<file path="src/rtl/core/lhr_pkg.sv">
// Shared types, operation codes and the default bound ladder of the latency
// histogram recorder. Depends on nothing; every other file imports it.
`default_nettype none

package lhr_pkg;

  // Field widths of the request and response words.
  localparam int FUNC_W     = 2;
  localparam int VALUE_W    = 64;
  localparam int INDEX_W    = 6;
  localparam int MAX_BOUNDS = 64;

  typedef logic [FUNC_W-1:0]  func_t;
  typedef logic [VALUE_W-1:0] value_t;
  typedef logic [INDEX_W-1:0] index_t;

  // Operation codes. The fourth code does nothing and reports zeros besides min and max.
  localparam func_t FUNC_RECORD = 2'd0;
  localparam func_t FUNC_READ   = 2'd1;
  localparam func_t FUNC_CLEAR  = 2'd2;

  // Ladder construction constants.
  localparam int LADDER_STEP     = 100;
  localparam int LADDER_RESTART  = 1000;
  localparam int LINEAR_ENTRIES  = 9;
  localparam int DOUBLE_LIMIT    = 23;
  localparam int LEAD_LIMIT      = 30;
  localparam int DECIMAL_BASE    = 10;
  localparam int ROUND_STEPS     = 20;

  // Depth of the queue between the front and back parts.
  localparam int QUEUE_DEPTH = 2;

  // Request word as it travels through the queue.
  typedef struct packed {
    func_t  func;
    index_t bucket_select;
    value_t sample_value;
  } req_word_t;

  // Bound of ladder entry idx. The design calls it only with constant arguments,
  // so there it folds to a constant at elaboration. All arithmetic wraps at 64 bits.
  function automatic value_t ladder_bound(int unsigned idx);
    value_t run;
    value_t lead;
    value_t scale;
    value_t result;
    run    = VALUE_W'(LADDER_STEP);
    result = '0;
    for (int unsigned i = 0; i < MAX_BOUNDS; i++) begin
      if (i < LINEAR_ENTRIES) begin
        if (i == idx) begin
          result = run * VALUE_W'(i + 1);
        end
      end else begin
        if (run == VALUE_W'(LADDER_STEP)) begin
          run = VALUE_W'(LADDER_RESTART);
        end
        lead  = run;
        scale = VALUE_W'(1);
        for (int k = 0; k < ROUND_STEPS; k++) begin
          if (lead > VALUE_W'(LEAD_LIMIT)) begin
            lead  = lead / VALUE_W'(DECIMAL_BASE);
            scale = scale * VALUE_W'(DECIMAL_BASE);
          end
        end
        if (i == idx) begin
          result = lead * scale;
        end
        run = (i < DOUBLE_LIMIT) ? (run << 1) : (run << 2);
      end
    end
    return result;
  endfunction

endpackage

`default_nettype wire

</file>
<file path="src/rtl/core/lhr_queue.sv">
// Short queue that decouples the classifying front from the bucket back.
// Depends on lhr_pkg for its depth.
`default_nettype none

module lhr_queue import lhr_pkg::*; #(
  parameter int WIDTH = 8
) (
  input  logic             clk,
  input  logic             rst,
  input  logic             push_valid,
  output logic             push_ready,
  input  logic [WIDTH-1:0] push_data,
  output logic             pop_valid,
  input  logic             pop_ready,
  output logic [WIDTH-1:0] pop_data
);

  localparam int PTR_W = $clog2(QUEUE_DEPTH);
  localparam int CNT_W = $clog2(QUEUE_DEPTH + 1);

  logic [WIDTH-1:0] slots [QUEUE_DEPTH];
  logic [PTR_W-1:0] wr_ptr;
  logic [PTR_W-1:0] rd_ptr;
  logic [CNT_W-1:0] count;
  logic             push;
  logic             pop;

  assign push_ready = (count != CNT_W'(QUEUE_DEPTH));
  assign pop_valid  = (count != '0);
  assign pop_data   = slots[rd_ptr];
  assign push       = push_valid && push_ready;
  assign pop        = pop_valid && pop_ready;

  // Pointers and fill count; the depth is a power of two so pointers wrap.
  always_ff @(posedge clk) begin
    if (rst) begin
      wr_ptr <= '0;
      rd_ptr <= '0;
      count  <= '0;
    end else begin
      if (push) begin
        wr_ptr <= wr_ptr + PTR_W'(1);
      end
      if (pop) begin
        rd_ptr <= rd_ptr + PTR_W'(1);
      end
      case ({push, pop})
        2'b10:   count <= count + CNT_W'(1);
        2'b01:   count <= count - CNT_W'(1);
        default: count <= count;
      endcase
    end
  end

  // Slot storage.
  always_ff @(posedge clk) begin
    if (push) begin
      slots[wr_ptr] <= push_data;
    end
  end

endmodule

`default_nettype wire

</file>
<file path="config.mk">
export PLATFORM = sky130hd
export DESIGN_NAME = lhr_queue
export DESIGN_NICKNAME = d
export VERILOG_FILES = /design/src/rtl/core/lhr_pkg.sv /design/src/rtl/core/lhr_queue.sv
export SDC_FILE = /design/constraint.sdc
export NUM_CORES = 1
export LEC_CHECK = 0
export BUFFER_PORTS_ARGS = -buffer_cell sky130_fd_sc_hd__buf_2
export CAP_MARGIN = 20
export CORE_MARGIN = 1
export CORE_UTILIZATION = 36
export DETAILED_ROUTE_END_ITERATION = 10
export REMOVE_ABC_BUFFERS = 1
export SYNTH_ARGS = -nofsm -noshare
export SYNTH_HDL_FRONTEND = slang
export SYNTH_SLANG_ARGS = --single-unit
</file>
<file path="constraint.sdc">
create_clock -name clk -period 1.6 [get_ports clk]
set_input_delay 0 -clock clk [delete_from_list [all_inputs] [get_ports clk]]
set_output_delay 0 -clock clk [all_outputs]
set_load 0.05 [all_outputs]
</file>
==> flow_summary.json <==
{
  "finalSetupViolations": 0,
  "drive_above_1_share_pct": 43.9,
  "post_synth_num_cell_types": 19,
  "grt_pass1_wl_um": 1820,
  "critPathSlowestCell": "sky130_fd_sc_hd__dfxtp_1",
  "endpoint": "count[1]",
  "synth_top_cells_by_area": "sky130_fd_sc_hd__edfxtp_1 60%, sky130_fd_sc_hd__dfxtp_1 13%, sky130_fd_sc_hd__mux2_2 11%, sky130_fd_sc_hd__xnor2_1 2.2%, sky130_fd_sc_hd__ha_1 1.6%",
  "drc_errors": 0,
  "routed_wl_um": 1130,
  "pwr_cell_area_nw_per_um2": 1720,
  "cts_num_sinks": 21,
  "maxCapViolations": 0,
  "status": "finished, final reports clean",
  "timing_max_transition_violations_final": 0,
  "cts_root_buf": "sky130_fd_sc_hd__clkbuf_4",
  "syn-mean-instance-area_um2": 16.3,
  "routed_wire_length_per_instance_um": 10.4,
  "worst_setup_path_startpoint": "count[1]",
  "htreeDepth": 1,
  "synth_top_area_cell": "sky130_fd_sc_hd__edfxtp_1",
  "gp_routability_congestion": 0.684,
  "postRouteAntennaNets": 0,
  "yosys_warnings": 0,
  "grt_usage_pct": 10.1,
  "post-route-period-util_pct": 92.9,
  "floorplan.rows": 16,
  "numPortBuffers": 21,
  "tightestPinTransition_ps": 379,
  "seq_cells_post_synth": 21,
  "die-height_um": 49.1,
  "route.vias.total": 477,
  "clock_insertion_delay_worst_skew_ps": 290,
  "io-pin-count": 22,
  "synth_commonest_cells": "16 x sky130_fd_sc_hd__edfxtp_1, 8 x sky130_fd_sc_hd__mux2_2, 5 x sky130_fd_sc_hd__dfxtp_1",
  "globalRouteOverflowTotal": 0,
  "floorplan.initialDensity_pct": 39.5,
  "worst-path-max-fanout": 5,
  "antenna_violations_before_repair": 0,
  "post_route_setup_tns_ps": 0,
  "antennaDiodeCount": 0,
  "dominant_synthesized_flop_cell": "sky130_fd_sc_hd__edfxtp_1",
  "hold_path_class": "in2reg",
  "die-area_um2": 2410,
  "layout.nets": 96,
  "critical-path-top-delay-family": "flip-flops",
  "synthMostInstantiatedCell": "sky130_fd_sc_hd__edfxtp_1",
  "first_global_vias": 422,
  "number_of_hold_violations_in_the_final_report": 0,
  "timing.max_slew.rel_slack_pct": 74.7,
  "post_synth_edffs": 16,
  "leakagePower_uw": 0.000415,
  "cts_inserted_buffers": 3,
  "fp.dieW_um": 49.1,
  "synthToLayoutAreaGrowth_pct": 32.4,
  "design_area_um2": 1060,
  "number_of_drc_violations_after_detailed_routing_iteration_0": 5,
  "type_of_destination_of_the_critical_path": "flip-flop",
  "clk_skew_ps": 5.90,
  "grt_setup_unrepaired": "false",
  "placement.cell_area_um2": 932,
  "r2r_start": "count[1]",
  "vias_per_cell": 4.38,
  "synthDominantCellAreaShare_pct": 60.2,
  "first_pass_detailed_route_iteration_total": 2,
  "core_area_um2": 2020,
  "path_clk_slew_ps": 110,
  "worstSetupPathType": "reg2reg",
  "maximum_number_of_pins_on_one_net_before_global_route_repair": 12,
  "peakVddDrop_uv": 773,
  "post-route-util_pct": 52.3,
  "timing.rr.end": "count[1]",
  "critical_path_buf_inv_count": 0,
  "slowest_delay_ps": 380,
  "r2r.worst_path.cells": 4,
  "synth_sequential_area_ratio_pct": 72.7,
  "fmax_ghz": 0.673,
  "async_flop_share_pct": 0,
  "worst_ep_arrival_time_ps": 1710,
  "timing.critical_path.required_ps": 1830,
  "final_period_minus_worst_setup_slack_ps": 1490,
  "cts_tree": "done",
  "critical_path.startpoint_type": "flip-flop",
  "fillers": 187,
  "post_synth_inst_count": 49,
  "worstPathCellList": "o21a_1, ha_1, or3_1, a21oi_1",
  "netlist_area_um2": 798,
  "reg2reg_slack_ps": 110,
  "crit_cells": 4,
  "cts.path.max_buffers": 2,
  "power_uw": 1820
}
[flip-flops by register name, indices dropped and copies added, names as in the netlist, named ones only]
register and cells:
count 2, rd_ptr 1, slots 16, wr_ptr 1
[worst min-delay path by stage]
stage	from	to	slack, ps	depth (start not counted)
after floorplan	rst	count[1]	70	1
after global placement	push_data[5]	slots[0][5]	190	1
after detailed placement	push_data[7]	slots[1][7]	190	1
after CTS	push_valid	wr_ptr	10	3
after global routing	push_valid	wr_ptr	30	3
final	push_valid	wr_ptr	20	3
[worst reg2reg max path, cell delays in order, from the launching register on]
cell	delay [ps]
sky130_fd_sc_hd__dfxtp_1	380
sky130_fd_sc_hd__o21a_1	230
sky130_fd_sc_hd__ha_1	330
sky130_fd_sc_hd__or3_1	350
sky130_fd_sc_hd__a21oi_1	140
[timing repair]
action                     4_1_cts  5_1_grt
resized for setup                0        2
setup endpoints to repair        0        1
hold endpoints to repair        21        0
hold buffers                     9        0
buffers inserted                 0        0
[report_power, final]
part	switching (uW)	leakage (uW)	internal, uW	total (uW)
clock network	140	0.0000150	96.6	236
logic	519	0.000209	274	792
registers	83.0	0.000191	704	787
total	741	0.000415	1070	1820
[logic make-up after synthesis]
kind of cell               share of synthesized area [%]
adders and majority gates                           1.57
buffers and inverters                               1.10
muxes                                               11.3
and+or+nand+nor                                     5.96
xor gates and xnor gates                            3.29
DFF                                                 72.7
AOI/OAI and AO/OA                                   4.08
[routing by layer]
layer | vias to the layer above | routed length (um) | part of all wire, % | GRT usage [%]
met5 | - | 0 | 0 | 0
met4 | 0 | 0 | 0 | 2.94
met3 | 0 | 63 | 5.6 | 3.12
met2 | 13 | 499 | 44 | 15.8
met1 | 218 | 567 | 50 | 13.6
li1 | 246 | - | - | -
[cell usage in the layout, fill, tap and decap left out, drive strengths merged, types with 2 or more instances in the layout]
| cell | synthesis | layout |
|---|---|---|
| a21oi | 2 | 2 |
| buf | 1 | 21 |
| clkbuf | 0 | 4 |
| dfxtp | 5 | 5 |
| dlygate4sd3 | 0 | 9 |
| edfxtp | 16 | 16 |
| mux2 | 8 | 8 |
| nor2 | 3 | 3 |
| xnor2 | 2 | 2 |
[final cells by class]
type | count | area (um^2) | area share [%]
Sequential cell | 21 | 582 | 55.0
Multi-Input combinational cell | 26 | 216 | 20.5
Timing Repair Buffer | 30 | 195 | 18.5
Tap cell | 27 | 33.8 | 3.20
Clock buffer | 4 | 26.3 | 2.49
Inverter | 1 | 3.75 | 0.355
[per-stage QoR]
step | worst slack (ps) | hold slack (ps) | std cells
5_1_grt | 30.7 | 29.3 | 109
6_report | 114 | 22.6 | 109
4_1_cts | 34.2 | 14.3 | 109
3_3_place_gp | 107 | 188 | 96
3_5_place_dp | 58.2 | 191 | 96
2_1_floorplan | -242 | 69.1 | 48
(Power assumes the default switching activity.)
