$ cat src/rtl/core/lhr_pkg.sv
// Shared types, operation codes and the default bound ladder of the latency
// histogram recorder. Depends on nothing; every other file imports it.
`default_nettype none

package lhr_pkg;

  // Field widths of the request and response words.
  localparam int FUNC_W     = 2;
  localparam int VALUE_W    = 64;
  localparam int INDEX_W    = 6;
  localparam int MAX_BOUNDS = 64;

  typedef logic [FUNC_W-1:0]  func_t;
  typedef logic [VALUE_W-1:0] value_t;
  typedef logic [INDEX_W-1:0] index_t;

  // Operation codes. The fourth code does nothing and reports zeros besides min and max.
  localparam func_t FUNC_RECORD = 2'd0;
  localparam func_t FUNC_READ   = 2'd1;
  localparam func_t FUNC_CLEAR  = 2'd2;

  // Ladder construction constants.
  localparam int LADDER_STEP     = 100;
  localparam int LADDER_RESTART  = 1000;
  localparam int LINEAR_ENTRIES  = 9;
  localparam int DOUBLE_LIMIT    = 23;
  localparam int LEAD_LIMIT      = 30;
  localparam int DECIMAL_BASE    = 10;
  localparam int ROUND_STEPS     = 20;

  // Depth of the queue between the front and back parts.
  localparam int QUEUE_DEPTH = 2;

  // Request word as it travels through the queue.
  typedef struct packed {
    func_t  func;
    index_t bucket_select;
    value_t sample_value;
  } req_word_t;

  // Bound of ladder entry idx. The design calls it only with constant arguments,
  // so there it folds to a constant at elaboration. All arithmetic wraps at 64 bits.
  function automatic value_t ladder_bound(int unsigned idx);
    value_t run;
    value_t lead;
    value_t scale;
    value_t result;
    run    = VALUE_W'(LADDER_STEP);
    result = '0;
    for (int unsigned i = 0; i < MAX_BOUNDS; i++) begin
      if (i < LINEAR_ENTRIES) begin
        if (i == idx) begin
          result = run * VALUE_W'(i + 1);
        end
      end else begin
        if (run == VALUE_W'(LADDER_STEP)) begin
          run = VALUE_W'(LADDER_RESTART);
        end
        lead  = run;
        scale = VALUE_W'(1);
        for (int k = 0; k < ROUND_STEPS; k++) begin
          if (lead > VALUE_W'(LEAD_LIMIT)) begin
            lead  = lead / VALUE_W'(DECIMAL_BASE);
            scale = scale * VALUE_W'(DECIMAL_BASE);
          end
        end
        if (i == idx) begin
          result = lead * scale;
        end
        run = (i < DOUBLE_LIMIT) ? (run << 1) : (run << 2);
      end
    end
    return result;
  endfunction

endpackage

`default_nettype wire

$ cat src/rtl/core/lhr_if.sv
// Valid/ready channel interfaces for request and response words.
// Depends on lhr_pkg for the field types.
`default_nettype none

interface lhr_req_if import lhr_pkg::*; ();
  logic   valid;
  logic   ready;
  func_t  func;
  value_t sample_value;
  index_t bucket_select;

  modport source (output valid, func, sample_value, bucket_select, input ready);
  modport sink   (input valid, func, sample_value, bucket_select, output ready);
endinterface


`default_nettype wire

$ cat src/rtl/core/lhr_front.sv
// Front part: takes request words and classifies each sample against the
// bound ladder. Depends on lhr_pkg and lhr_req_if.
`default_nettype none

module lhr_front import lhr_pkg::*; #(
  parameter int NUM_BOUNDS = 32
) (
  lhr_req_if.sink                               req,
  output logic                                  push_valid,
  output logic [$bits(req_word_t)+NUM_BOUNDS-1:0] push_data,
  input  logic                                  push_ready
);

  logic [NUM_BOUNDS-1:0] at_or_above;
  req_word_t             word;

  // One compare per bound; a zero sample is above none of them.
  for (genvar g = 0; g < NUM_BOUNDS; g++) begin : g_cmp
    assign at_or_above[g] = (req.sample_value != '0) &&
                            (req.sample_value >= ladder_bound(g));
  end

  // Pack the word together with its compare vector for the queue.
  assign word.func          = req.func;
  assign word.bucket_select = req.bucket_select;
  assign word.sample_value  = req.sample_value;

  assign push_data  = {word, at_or_above};
  assign push_valid = req.valid;
  assign req.ready  = push_ready;

endmodule

`default_nettype wire

$ cat src/flat_wrapper.sv
// flat-port wrapper written by rule: the top's interface ports become plain ports
module lhr_front_flat import lhr_pkg::*;
#(
  parameter int NUM_BOUNDS = 32
)
  (push_valid, push_data, push_ready, req_valid, req_func, req_sample_value, req_bucket_select, req_ready);
  lhr_req_if req_i ();
  output logic push_valid;
  output logic [$bits(req_word_t)+NUM_BOUNDS-1:0] push_data;
  input  logic push_ready;
  input wire logic [$bits(req_i.valid)-1:0] req_valid;
  input wire logic [$bits(req_i.func)-1:0] req_func;
  input wire logic [$bits(req_i.sample_value)-1:0] req_sample_value;
  input wire logic [$bits(req_i.bucket_select)-1:0] req_bucket_select;
  output wire logic [$bits(req_i.ready)-1:0] req_ready;
  assign req_i.valid = req_valid;
  assign req_i.func = req_func;
  assign req_i.sample_value = req_sample_value;
  assign req_i.bucket_select = req_bucket_select;
  assign req_ready = req_i.ready;
  lhr_front #(.NUM_BOUNDS(NUM_BOUNDS)) u_core (.req(req_i), .push_valid(push_valid), .push_data(push_data), .push_ready(push_ready));
endmodule
$ cat config.mk
export PLATFORM = sky130hd
export DESIGN_NAME = lhr_front_flat
export DESIGN_NICKNAME = d
export VERILOG_FILES = /design/src/rtl/core/lhr_pkg.sv /design/src/rtl/core/lhr_if.sv /design/src/rtl/core/lhr_front.sv /design/src/flat_wrapper.sv
export SDC_FILE = /design/constraint.sdc
export NUM_CORES = 1
export LEC_CHECK = 0
export ABC_AREA = 1
export ABC_CLOCK_PERIOD_IN_PS = 1320
export BUFFER_PORTS_ARGS = -buffer_cell sky130_fd_sc_hd__clkbuf_2
export CORE_MARGIN = 3
export CORE_UTILIZATION = 44
export DETAILED_ROUTE_END_ITERATION = 16
export GPL_TIMING_DRIVEN = 0
export PLACE_DENSITY = 0.84
export SETUP_SLACK_MARGIN = 0.1
export SLEW_MARGIN = 20
export SYNTH_ARGS = -nofsm -noshare
export SYNTH_HDL_FRONTEND = slang
export SYNTH_SLANG_ARGS = --single-unit
$ cat constraint.sdc
create_clock -name vclk -period 1.32
set_input_delay 0.132 -clock vclk [all_inputs]
set_output_delay 0.132 -clock vclk [all_outputs]
set_load 0.02 [all_outputs]
==> flow_summary.yaml, run 1 <==
logic_synthesis:
  yosysTopAreaCell: "buf_4"
  synth_cells: 512
  yosysTopAreaCellShare: 0.2112
  synth_most_common_cell: "nand2_1"
  synth_nets: 586
  ys_types: 35
  synth_area_leaders: "buf_4 (21%), nand2_1 (17%), nor2_1 (14%)"
  synthTopCellsByCount: "nand2_1 (122), nor2_1 (97), buf_4 (74)"
  synth.avg_cell_area_um2: 5.137
  yosysSeqAreaShare: 0
  ys_warn_count: 0
  synth_area_um2: 2630
sta:
  tightestPinTransition_ns: 0.3845
  relSlewSlack: 0.7417
  hold_ws_ns: 0.4886
  timing.final.crit_share: 1.196
  finalHoldViolations: 0
  rsz0062_at_grt: "yes"
  setup_viol: 31
  drv_slew: 0
  fmax_mhz: 633.6
  setup_tns_ns: -4.772
  setup_slack_ns: -0.2583
  min_period_ns: 1.578
global_routing:
  grt_use_total: 0.3037
  grt_max_degree: 10
  grt.overflow.total: 0
  grt_pass1_vias: 3884
  grt_pass1_wl_um: 18050
  antenna_found_initial: 0
routing:
  first_iter_violations: 368
  drc: 0
  first_pass_iters: 7
  vias_per_cell: 5.423
  routed_wl_um: 12170
  dr_total_vias: 4230
  wl_per_cell_um: 15.60
  postRouteAntennaNets: 0
status:
  violations: "negative setup slack"
  status: "finished, violations left"
floorplan:
  die_h_um: 83.32
  fp-row-count: 27
  core_um2: 5642
  initial_utilization: 0.4662
  boundaryPins: 180
  die_w_um: 83.32
  die_area_um2: 6941
worst_setup_path:
  startpoint_type: "input port"
  endpoint_kind: "output port"
  path_max_fanout: 8
  arrival_ns: 1.45
  critPathKind: "in -> out"
  cp_data_required_time_ns: 1.19
placement:
  dp_slack_ns: -0.3040
  place.gp.congestion: 1.010
  numPortBuffers: 165
  dp_hpwl_um: 8555
min_path:
  hold_path_class: "in -> out"
layout:
  layout.nets: 784
  layout.area.seq_um2: 0
  clock_buffers: 0
  drive_gt1_frac: 0.5636
  antenna_cells: 0
  area_delta_synth_final_pct: 77.26
  seq_cell_count: 0
power:
  ir_worst_vdd_uv: 253.8
  leakagePower_nw: 2.373
  total_power_w: 0.001165
  pwr_density_cell_nw_per_um2: 249.8
job:
  cap_violations: 0
cts:
  ctsHoldBuffers: 0
-- per-layer routing --
metal | part of all wire | global-route usage | wire length (µm) | vias to the layer above
li1 | - | - | - | 1964
met1 | 0.34 | 0.3650 | 4143 | 1842
met2 | 0.49 | 0.5554 | 5931 | 344
met3 | 0.11 | 0.03274 | 1339 | 80
met4 | 0.062 | 0.1010 | 755 | 0
met5 | 0 | 0 | 0 | -
-- final timing paths --
path	cells past startpoint	slack, ns	end	start
min	2	0.49	push_data[32]	req_sample_value[0]
max	8	-0.26	push_data[25]	req_sample_value[9]
-- worst max-delay path, stage by stage --
cell      delay (ns)
clkbuf_2        0.19
nor2_2          0.21
inv_1           0.07
o21ai_1         0.27
o21ai_0         0.21
nand2_1         0.13
nand3_2         0.09
buf_8           0.14
-- logic make-up after synthesis --
family	Yosys count	synth area share
AO/OA/AOI/OAI	56	0.1170
buffers and inverters	137	0.3140
AND/OR/NAND/NOR	319	0.5690
-- cells in the final DEF (no fill, tap or decap), types with 2 or more instances in the layout --
| cell | synthesis | final |
|---|---|---|
| nor2_4 | 7 | 23 |
| inv_6 | 1 | 2 |
| nor3b_1 | 2 | 2 |
| buf_16 | 0 | 2 |
| a21oi_2 | 0 | 3 |
| inv_1 | 49 | 41 |
| nand3b_1 | 2 | 2 |
| o21ai_1 | 2 | 6 |
| nand2_4 | 6 | 14 |
| o21ai_0 | 21 | 15 |
| buf_2 | 2 | 8 |
| nor4_1 | 3 | 2 |
| nor3_1 | 16 | 10 |
| nor2_1 | 97 | 63 |
| nand4_1 | 6 | 6 |
| nor2_2 | 6 | 24 |
| nand2_2 | 1 | 13 |
| nor3_2 | 0 | 5 |
| nor2_8 | 2 | 2 |
| clkbuf_8 | 0 | 15 |
| nand3_1 | 40 | 31 |
| nand3_2 | 5 | 8 |
| and2_4 | 1 | 3 |
| a21oi_1 | 21 | 18 |
| buf_6 | 3 | 14 |
| buf_4 | 74 | 101 |
| clkbuf_2 | 0 | 113 |
| o211ai_1 | 5 | 5 |
| inv_4 | 1 | 6 |
| clkbuf_4 | 0 | 5 |
| nand3_4 | 0 | 6 |
| nand2_1 | 122 | 102 |
| buf_8 | 0 | 15 |
| o21ai_2 | 0 | 2 |
| inv_2 | 6 | 8 |
-- layout make-up --
class                      count  area (µm²)
tap                           72       90.09
multi-input combinational    376        2251
inverter                      58       250.2
fill                         380       979.7
buffer                        79       606.8
timing repair buffer         195        1464
-- through the flow --
step	instances	area, µm²	util
after floorplan	512	2630	-
after global placement	749	3546	0.6285
after detailed placement	749	3546	0.6285
after CTS	776	4317	0.7651
after global routing	780	4662	0.8263
final	780	4662	0.8263
-- power by group --
group / total (W) / switching [W] / internal [W]
logic: 0.00116 / 0.000685 / 0.000479
clock network: 0 / 0 / 0
registers: 0 / 0 / 0
total: 0.00116 / 0.000685 / 0.000479
-- timing repair --
item | CTS | global route
hold endpoints to repair | 0 | 0
cloned | 3 | 0
pin swaps | 35 | 21
buffers inserted | 24 | 4
endpoints found under the setup margin | 32 | 32
resized for setup | 142 | 112
No activity file was read; power rests on OpenSTA's default activity.
==> run 2, diff against run 1 <==
- RECOVER_POWER: unset -> 100
==> flow_summary.yaml, run 2 (synthesized netlist as in run 1, its figures left out) <==
status:
  status: "finished, violations left"
  violations: "negative setup slack"
power:
  ir_worst_vdd_uv: 239.3
  pwr_density_cell_nw_per_um2: 248.1
  leakagePower_nw: 2.186
  total_power_w: 0.001137
worst_setup_path:
  path_max_fanout: 7
  critPathKind: "in -> out"
  cp_data_required_time_ns: 1.19
  endpoint_kind: "output port"
  startpoint_type: "input port"
  arrival_ns: 1.43
sta:
  relSlewSlack: 0.7365
  fmax_mhz: 638.8
  min_period_ns: 1.565
  tightestPinTransition_ns: 0.3923
  drv_slew: 0
  rsz0062_at_grt: "yes"
  setup_viol: 32
  finalHoldViolations: 0
  timing.final.crit_share: 1.186
  setup_slack_ns: -0.2453
routing:
  vias_per_cell: 5.441
  dr_total_vias: 4244
  drc: 0
  postRouteAntennaNets: 0
  routed_wl_um: 12120
  first_iter_violations: 342
  first_pass_iters: 5
  wl_per_cell_um: 15.54
global_routing:
  grt_pass1_vias: 3884
  top_usage_layer: "met2"
  grt_use_total: 0.3037
  grt_util_met3: 0.03274
  grt_max_degree: 10
  grt_pass1_wl_um: 18050
  grt.overflow.total: 0
  use_met1: 0.3650
  antenna_found_initial: 0
  met2_usage: 0.5554
layout:
  clock_buffers: 0
  final_util: 0.8124
  antenna_cells: 0
  area_delta_synth_final_pct: 74.26
  multi_input_area_um2: 2251
  drive_gt1_frac: 0.4746
  seq_cell_count: 0
  layout_common_cells: "nand2_1 (102), buf_4 (101), nor2_1 (63), clkbuf_1 (63), clkbuf_2 (50)"
  layout.area.seq_um2: 0
  final.fill_count: 431
  final_common_cell: "nand2_1"
  layout.nets: 784
floorplan:
  initial_utilization: 0.4662
  fp-row-count: 27
  die_w_um: 83.32
  die_h_um: 83.32
  die_area_um2: 6941
  boundaryPins: 180
  core_um2: 5642
job:
  cap_violations: 0
placement:
  place.gp.congestion: 1.010
  numPortBuffers: 165
  dp_hpwl_um: 8555
min_path:
  hold_path_class: "in -> out"
cts:
  ctsHoldBuffers: 0
## run 2: cell counts in the layout (fill, tap and decap cells not counted)
No cell type changed its count.
## run 2: timing repair
| item | in CTS | in global routing |
|---|---|---|
| gates resized for setup | 142 | 112 |
| gates cloned | 3 | 0 |
| pin swaps | 35 | 21 |
| buffers inserted | 24 | 4 |
| endpoints found under the setup margin | 32 | 32 |
## run 2: area by class of cell
class,count,area share
well taps,72,0.01966
inverters,58,0.05460
repair buffers,195,0.3022
multi-input cells,376,0.4911
plain buffers,79,0.1324
## run 2: per-layer routing
layer / up-vias / part of all wire
li1: 1970 / -
met1: 1875 / 0.34
met2: 329 / 0.49
met3: 70 / 0.10
met4: 0 / 0.059
met5: - / 0
## run 2: worst max-delay path: stages
cell and delay (ns):
buf_2 0.16, nor2_4 0.18, buf_4 0.16, inv_1 0.08, nor3_1 0.37, o21ai_1 0.13, nand3_2 0.10, buf_8 0.11
## run 2: final timing paths
kind / start / end / slack (ns) / depth (start not counted)
min: req_func[0] / push_data[102] / 0.52 / 2
max: req_sample_value[15] / push_data[22] / -0.25 / 8
## run 2: report_power, final
group          internal, W  switching (W)  leakage [nW]
logic             0.000453       0.000684          2.19
registers                0              0             0
clock network            0              0             0
## run 2: metrics by stage
step                TNS (ns)  hold slack, ns  setup WS (ns)  cells  area (µm²)
finish                -4.669          0.5237        -0.2453    780        4583
global route          -6.419          0.5275        -0.2492    780        4583
CTS                   -2.689          0.4895        -0.1656    776        4317
detailed placement    -7.564          0.4895        -0.3040    749        3546
global placement      -7.064          0.4895        -0.2963    749        3546
floorplan                  0          0.3766         0.1144    512        2630
==> run 3, diff against run 2 <==
- PLACE_DENSITY: 0.84 -> 0.91
==> flow_summary.yaml, run 3 (synthesized netlist as in run 1, its figures left out) <==
layout:
  final.fill_count: 407
  layout_common_cells: "nand2_1 (103), buf_4 (102), clkbuf_1 (66)"
  final_common_cell: "nand2_1"
  antenna_cells: 0
  final_util: 0.8246
  area_delta_synth_final_pct: 76.88
  clock_buffers: 0
  seq_cell_count: 0
  multi_input_area_um2: 2258
  layout.nets: 790
  drive_gt1_frac: 0.4692
  layout.area.seq_um2: 0
worst_setup_path:
  path_max_fanout: 7
  critPathKind: "in -> out"
  startpoint_type: "input port"
  endpoint_kind: "output port"
  arrival_ns: 1.48
  cp_data_required_time_ns: 1.19
global_routing:
  grt_pass1_vias: 4007
  antenna_found_initial: 0
  grt.overflow.total: 0
  grt_max_degree: 10
  grt_use_total: 0.3112
  grt_pass1_wl_um: 18430
floorplan:
  fp-row-count: 27
  die_area_um2: 6941
  boundaryPins: 180
  initial_utilization: 0.4662
  core_um2: 5642
  die_h_um: 83.32
  die_w_um: 83.32
status:
  status: "finished, violations left"
  violations: "negative setup slack"
routing:
  dr_total_vias: 4458
  first_pass_iters: 6
  vias_per_cell: 5.672
  routed_wl_um: 13240
  first_iter_violations: 458
  drc: 0
  wl_per_cell_um: 16.84
  postRouteAntennaNets: 0
sta:
  min_period_ns: 1.612
  finalHoldViolations: 0
  relSlewSlack: 0.7459
  fmax_mhz: 620.5
  drv_slew: 0
  hold_ws_ns: 0.5243
  setup_slack_ns: -0.2917
  tightestPinTransition_ns: 0.3812
  rsz0062_at_grt: "yes"
  setup_tns_ns: -6.652
  setup_viol: 32
  timing.final.crit_share: 1.221
power:
  pwr_density_cell_nw_per_um2: 258.2
  p_sw_w: 0.0007179
  ir_worst_vdd_uv: 258.7
  seqPwrFrac: 0
  clockPowerShare: 0
  p_int_w: 0.0004833
  p_comb_frac: 1.000
  switching_share: 0.5976
  leakagePower_nw: 2.245
placement:
  place.gp.congestion: 1.056
  dp_slack_ns: -0.3728
  numPortBuffers: 165
  dp_hpwl_um: 8337
cts:
  ctsHoldBuffers: 0
job:
  cap_violations: 0
min_path:
  hold_path_class: "in -> out"
-- run 3: cell count changes in the layout (fill, tap and decap cells not counted), sizes merged --
cell    previous run  this run
clkinv             0         1
inv               58        57
buf              140       165
clkbuf           134       115
-- run 3: routing by layer --
| layer | share of wire | up-vias | GRT usage |
|---|---|---|---|
| met1 | 0.33 | 1938 | 0.3560 |
| met3 | 0.12 | 121 | 0.04067 |
| met5 | 0 | - | 0 |
| met2 | 0.48 | 422 | 0.5816 |
| li1 | - | 1977 | - |
| met4 | 0.076 | 0 | 0.1129 |
-- run 3: worst paths after layout --
kind	from	endpoint	slack, ns	cells past startpoint
worst max-delay path	req_sample_value[13]	push_data[17]	-0.29	9
worst min-delay path	req_func[0]	push_data[102]	0.52	2
-- run 3: area by class of cell --
type | instances | area share
timing repair buffer | 201 | 0.3115
inverter | 58 | 0.05325
buffer | 79 | 0.1304
multi-input combinational | 376 | 0.4855
tap | 72 | 0.01937
-- run 3: power by group through the flow --
stage                     clock network [W]  logic, W  registers [W]
after floorplan                           0  0.000614              0
after global placement                    0  0.000956              0
after detailed placement                  0  0.000964              0
after CTS                                 0   0.00107              0
after global routing                      0   0.00127              0
final                                     0   0.00120              0
-- run 3: timing repair --
action | in CTS | in global routing
endpoints found under the setup margin | 32 | 32
buffers inserted | 26 | 12
pin swaps | 19 | 37
cloned | 3 | 0
resized for setup | 113 | 180
-- run 3: metrics by stage --
stage	instance area [µm²]	cells	power, W
after CTS	4235	777	0.001070
after global placement	3546	749	0.0009564
after detailed placement	3546	749	0.0009639
final	4652	786	0.001201
after floorplan	2630	512	0.0006137
after global routing	4652	786	0.001274
-- run 3: worst max-delay path, stage by stage --
cell	delay, ns
clkbuf_2	0.19
inv_1	0.20
nand2_1	0.13
nor2_1	0.24
o21ai_0	0.19
nand2_1	0.13
nand2_1	0.06
nand3_1	0.06
buf_2	0.16
